**config.mk**
```make
export PLATFORM = sky130hd
export DESIGN_NAME = rgbkf_acc
export DESIGN_NICKNAME = d
export VERILOG_FILES = /design/src/design/rgbkf_pkg.sv /design/src/design/rgbkf_acc.sv
export SDC_FILE = /design/constraint.sdc
export NUM_CORES = 1
export LEC_CHECK = 0
export ABC_AREA = 1
export CAP_MARGIN = 20
export CELL_PAD_IN_SITES_DETAIL_PLACEMENT = 1
export CELL_PAD_IN_SITES_GLOBAL_PLACEMENT = 2
export CORE_AREA = 2 2 112 195
export CTS_BUF_LIST = sky130_fd_sc_hd__clkbuf_4
export DETAILED_ROUTE_END_ITERATION = 10
export DIE_AREA = 0 0 114 197
export DONT_BUFFER_PORTS = 1
export PLACE_DENSITY = 0.84
export SETUP_SLACK_MARGIN = 0.3
export SLEW_MARGIN = 25
export SYNTH_ARGS = -nofsm -noshare
export SYNTH_HDL_FRONTEND = slang
export SYNTH_SLANG_ARGS = --single-unit
```
**constraint.sdc**
```tcl
create_clock -name i_clk -period 3.6 [get_ports i_clk]
set_input_delay 0.18 -clock i_clk [delete_from_list [all_inputs] [get_ports i_clk]]
set_output_delay 0.18 -clock i_clk [all_outputs]
set_load 0.05 [all_outputs]
```
**src/design/rgbkf_pkg.sv**
```systemverilog
// ----------------------------------------------------------------------------
// RGB 3x3 kernel filter package
// Shared types, register codes, filter modes and kernel lookups.
// ----------------------------------------------------------------------------
`timescale 1ns / 1ps
`default_nettype none

package rgbkf_pkg;

    // Image geometry and widths.
    localparam int POS_W      = 8;
    localparam int CH_W       = 8;
    localparam int PIX_W      = 3 * CH_W;
    localparam int CFG_W      = 9;
    localparam int CFG_IDX_W  = 2;
    localparam int ADDR_W     = 2 * POS_W;
    localparam int MEM_DEPTH  = 1 << ADDR_W;
    localparam logic [CFG_W-1:0] MAX_WIDTH  = CFG_W'(256);
    localparam logic [CFG_W-1:0] MAX_HEIGHT = CFG_W'(256);

    // Kernel walk: nine taps, one per cycle.
    localparam int TAP_W = 4;
    localparam logic [TAP_W-1:0] LAST_TAP   = TAP_W'(8);
    localparam logic [TAP_W-1:0] CENTER_TAP = TAP_W'(4);
    localparam int WGT_W = 5;
    localparam int ACC_W = 14;
    localparam int BLUR_SHIFT = 4;

    // Configuration register indexes.
    localparam logic [CFG_IDX_W-1:0] CFG_FILTER_MODE  = 2'd0;
    localparam logic [CFG_IDX_W-1:0] CFG_IMAGE_WIDTH  = 2'd1;
    localparam logic [CFG_IDX_W-1:0] CFG_IMAGE_HEIGHT = 2'd2;

    // Filter modes; the unused code behaves as identity.
    localparam logic [1:0] MODE_IDENTITY = 2'd0;
    localparam logic [1:0] MODE_SHARPEN  = 2'd1;
    localparam logic [1:0] MODE_BLUR     = 2'd2;

    // Request kinds.
    localparam logic KIND_LOAD   = 1'b0;
    localparam logic KIND_FILTER = 1'b1;

    typedef struct packed {
        logic             kind;
        logic [POS_W-1:0] pos_x;
        logic [POS_W-1:0] pos_y;
        logic [CH_W-1:0]  pixel_red;
        logic [CH_W-1:0]  pixel_green;
        logic [CH_W-1:0]  pixel_blue;
    } t_in_req;

    typedef struct packed {
        logic [POS_W-1:0] out_x;
        logic [POS_W-1:0] out_y;
        logic [CH_W-1:0]  filtered_red;
        logic [CH_W-1:0]  filtered_green;
        logic [CH_W-1:0]  filtered_blue;
    } t_out_res;

    // Control from the sequencer to the accumulator.
    typedef struct packed {
        logic                    clear;
        logic                    add;
        logic                    blur;
        logic signed [WGT_W-1:0] weight;
    } t_acc_ctrl;

    // Kernel weight of one tap under a filter mode.
    function automatic logic signed [WGT_W-1:0] tap_weight(
        input logic [1:0]       mode,
        input logic [TAP_W-1:0] tap
    );
        logic signed [WGT_W-1:0] w;
        w = '0;
        unique case (mode)
            MODE_SHARPEN: begin
                w = (tap == CENTER_TAP) ? WGT_W'(9) : -WGT_W'(1);
            end
            MODE_BLUR: begin
                unique case (tap)
                    4'd0, 4'd2, 4'd6, 4'd8: w = WGT_W'(1);
                    4'd1, 4'd3, 4'd5, 4'd7: w = WGT_W'(2);
                    4'd4:                   w = WGT_W'(4);
                    default:                w = '0;
                endcase
            end
            default: begin
                w = (tap == CENTER_TAP) ? WGT_W'(1) : '0;
            end
        endcase
        return w;
    endfunction

    // Column offset of a tap: -1, 0 or +1.
    function automatic logic signed [1:0] tap_dx(input logic [TAP_W-1:0] tap);
        logic signed [1:0] d;
        unique case (tap)
            4'd0, 4'd3, 4'd6: d = -2'sd1;
            4'd2, 4'd5, 4'd8: d = 2'sd1;
            default:          d = 2'sd0;
        endcase
        return d;
    endfunction

    // Row offset of a tap: -1, 0 or +1.
    function automatic logic signed [1:0] tap_dy(input logic [TAP_W-1:0] tap);
        logic signed [1:0] d;
        unique case (tap)
            4'd0, 4'd1, 4'd2: d = -2'sd1;
            4'd6, 4'd7, 4'd8: d = 2'sd1;
            default:          d = 2'sd0;
        endcase
        return d;
    endfunction

endpackage

`default_nettype wire

```
**src/design/rgbkf_acc.sv**
```systemverilog
// ----------------------------------------------------------------------------
// RGB 3x3 kernel filter accumulator
// Weights one pixel per cycle into three channel sums and saturates them.
// ----------------------------------------------------------------------------
`timescale 1ns / 1ps
`default_nettype none

module rgbkf_acc
    import rgbkf_pkg::*;
(
    input  wire  logic             i_clk,
    input  wire  t_acc_ctrl        i_ctrl,
    input  wire  logic [PIX_W-1:0] i_pixel,
    output logic       [PIX_W-1:0] o_result
);

    logic signed [ACC_W-1:0] r_sum [3];
    logic signed [ACC_W-1:0] n_sum [3];
    logic signed [ACC_W-1:0] weight_ext;

    assign weight_ext = ACC_W'(i_ctrl.weight);

    // Multiply each channel by the tap weight and add.
    always_comb begin
        for (int c = 0; c < 3; c++) begin
            logic signed [ACC_W-1:0] chan;
            chan     = $signed({{(ACC_W-CH_W){1'b0}}, i_pixel[(2-c)*CH_W +: CH_W]});
            n_sum[c] = r_sum[c] + weight_ext * chan;
        end
    end

    // Sums restart on a new filter request and take in each valid tap.
    always_ff @(posedge i_clk) begin
        for (int c = 0; c < 3; c++) begin
            if (i_ctrl.clear) begin
                r_sum[c] <= '0;
            end else if (i_ctrl.add) begin
                r_sum[c] <= n_sum[c];
            end
        end
    end

    // Blur divides by sixteen (the sum is never negative), then clamp to a byte.
    always_comb begin
        for (int c = 0; c < 3; c++) begin
            logic signed [ACC_W-1:0] val;
            val = i_ctrl.blur ? (r_sum[c] >>> BLUR_SHIFT) : r_sum[c];
            if (val < 0) begin
                o_result[(2-c)*CH_W +: CH_W] = '0;
            end else if (val > ACC_W'(255)) begin
                o_result[(2-c)*CH_W +: CH_W] = '1;
            end else begin
                o_result[(2-c)*CH_W +: CH_W] = val[CH_W-1:0];
            end
        end
    end

endmodule

`default_nettype wire

```
==> run metrics <==
status=finished clean; worst rel slew slack=54.1%; worst endpoint data arrival time=3690 ps; worst-path cell chain=fa_1, inv_2, fa_1, inv_2, fa_1, ha_4, ha_4, nand2_1, nor2_2, nand3_2, nand3_2, nand2_1, nand2_1, nor2_1; Top reg by flops=r_sum; pre-CTS setup slack=-164 ps; Die Ht=~200 um; vias in the first global route=7,267; crit path time final=approximately 3500 ps; clk slew on worst S/H paths=160 ps; Congestion Overflow GR=0; Slew Viols, Final=0; Setup violations, final=0; FP Rows=70; hold buffers post-CTS=0; Synth Net Count=1,190; CTS tree=built; max cap viols=0; clock root cell=clkbuf_4; synthesis-to-finish area growth=23.7%; Final Cycle Share=a little over nine tenths; Worst Max-Slew Pin Slew=688 ps; die area=22,500 sq um; crit path buf inv count=2; Synth area leader=fa_1; Num CTS Buffers=5; top cell type's share of synthesized area=24.5%; Gate Count Post-Synth=971; FF+latch count, synth=42; initial antenna violation count=1; Worst Setup End Kind=flop; crit start category=flop; setup slack, reg-to-reg=120 ps; commonest non-fill, non-tap cells in the layout=inv_1, nand2_1, fa_1, nor2_1, ha_1; port bufs=0; CP max stage delay=550 ps; Largest regs=r_sum: 42 flops; CTS Buffer Depth=2; total negative slack=0 ps; RSZ-0062 raised after global routing=true; share of cells above drive strength 1=23.7%; GPL Wtd Cong=0.812; min-delay worst type=input pin to flop; final setup margin=about 120 ps; CTS HTree Levels=2; Vias=6,375; global-route wire length before repair=37.0 mm; Mapped Avg Cell Area=7.59 sq um; slowest CP cell=fa_1; CP top delay family=adder cells; ys flop type=edfxtp_1; post-synthesis sequential area ratio=17.1%; max FFs per register=42; largest cells by area after synthesis=fa_1, edfxtp_1, ha_1; core box area=between 20,000 and 25,000 sq um; hold_ws=163 ps; kind of critical path=flop to flop; FFs w/ async S/R, synth=0%; ANT nets after route=0; die width=114 um; worst-skew pair later-pin latency=430 ps; Synth Warn #=0; routed len/inst=roughly 18 um; largest net degree at the start of global routing=37; drc violations=0; Vias/cell=5.00; CTS sink cnt=42; final hold vios=0; Post-synth EDFFs=42; initial DRC count=173; drt pass-1 iters=4; Ports=57; CP required=about 3800 ps; distinct cell type count after synthesis=27; dpl hpwl=17.9 mm; commonest non-fill, non-tap cell in the layout=inv_1; synthesized area=7370 sq um; WL final=23.2 mm; f_max=0.287 GHz; CP Max Fanout=5; Initial Utilization=35.3%; total track usage=about 21%; NumNets Final=1,240; Clock Skew=9.39 ps
## final timing paths
path | start | to | cells past startpoint
worst min register to register | r_sum[2][0] | r_sum[2][0] | 3
worst min-delay path | i_ctrl[0] | r_sum[1][0] | 5
worst max register to register | r_sum[2][6] | r_sum[2][13] | 14
worst max-delay path | r_sum[2][6] | r_sum[2][13] | 14
## routing by layer
metal	share of wire (%)	track usage (%)	vias to the layer above
met2	59	44.0	99
met1	34	21.2	3186
met3	2.8	2.31	43
li1	-	-	3047
met5	0	0	-
met4	4.0	8.45	0
## cell usage after synthesis (2+ instances only)
library cell	number
a21o_1	5
a21oi_1	39
buf_2	5
buf_4	2
buf_6	3
clkbuf_1	10
edfxtp_1	42
fa_1	90
ha_1	96
inv_1	241
nand2_1	240
nand3_1	27
nand3b_1	6
nor2_1	81
o21ai_0	56
o21bai_1	5
or2_0	2
or2_2	11
xnor2_1	2
## cell type report
type                            instances  area (sq um)
Fill cell                            2509         11700
Multi-Input combinational cell        667          6000
Sequential cell                        42          1260
Inverter                              242           925
Timing Repair Buffer                   63           500
Tap cell                              252           315
Clock inverter                          3          63.8
Clock buffer                            5          37.5
Antenna cell                            1          2.50
## worst reg2reg max path, stage by stage, from the launching register on
cell      delay (ps)
edfxtp_1         490
fa_1             550
inv_2             40
fa_1             490
inv_2             40
fa_1             520
ha_4             210
ha_4             340
nand2_1           90
nor2_2           120
nand3_2          120
nand3_2          110
nand2_1           50
nand2_1           50
nor2_1            40
## cell families (layout without fill, tap and decap cells)
| kind of cell | Yosys count | after routing | synth area share, % |
|---|---|---|---|
| adder cells (fa/ha/maj) | 186 | 186 | 40.8 |
| flip-flops | 42 | 42 | 17.1 |
| buffers and inverters | 262 | 313 | 13.8 |
| other | 0 | 1 | 0 |
| AND/OR/NAND/NOR | 370 | 370 | 20.2 |
| XOR/XNOR | 3 | 3 | 0.357 |
| AO/OA/AOI/OAI | 108 | 108 | 7.75 |
## through the flow
step                      utilization [%]  instance area (sq um)  cells
after floorplan                         -                   7520    971
after global placement               38.5                   8020   1244
after detailed placement             38.5                   8020   1244
after CTS                            41.9                   8730   1263
after global routing                 43.7                   9110   1275
final                                43.7                   9110   1275
## what timing repair did
action                                  CTS  global route
gates resized for setup                 106            70
pin swaps                                69            47
endpoints found under the setup margin   26            28
buffers inserted                         11            11
Power is left out: the tool's default activity adds up to more than one toggle a clock period on the data nets, which glitch-free logic cannot reach.
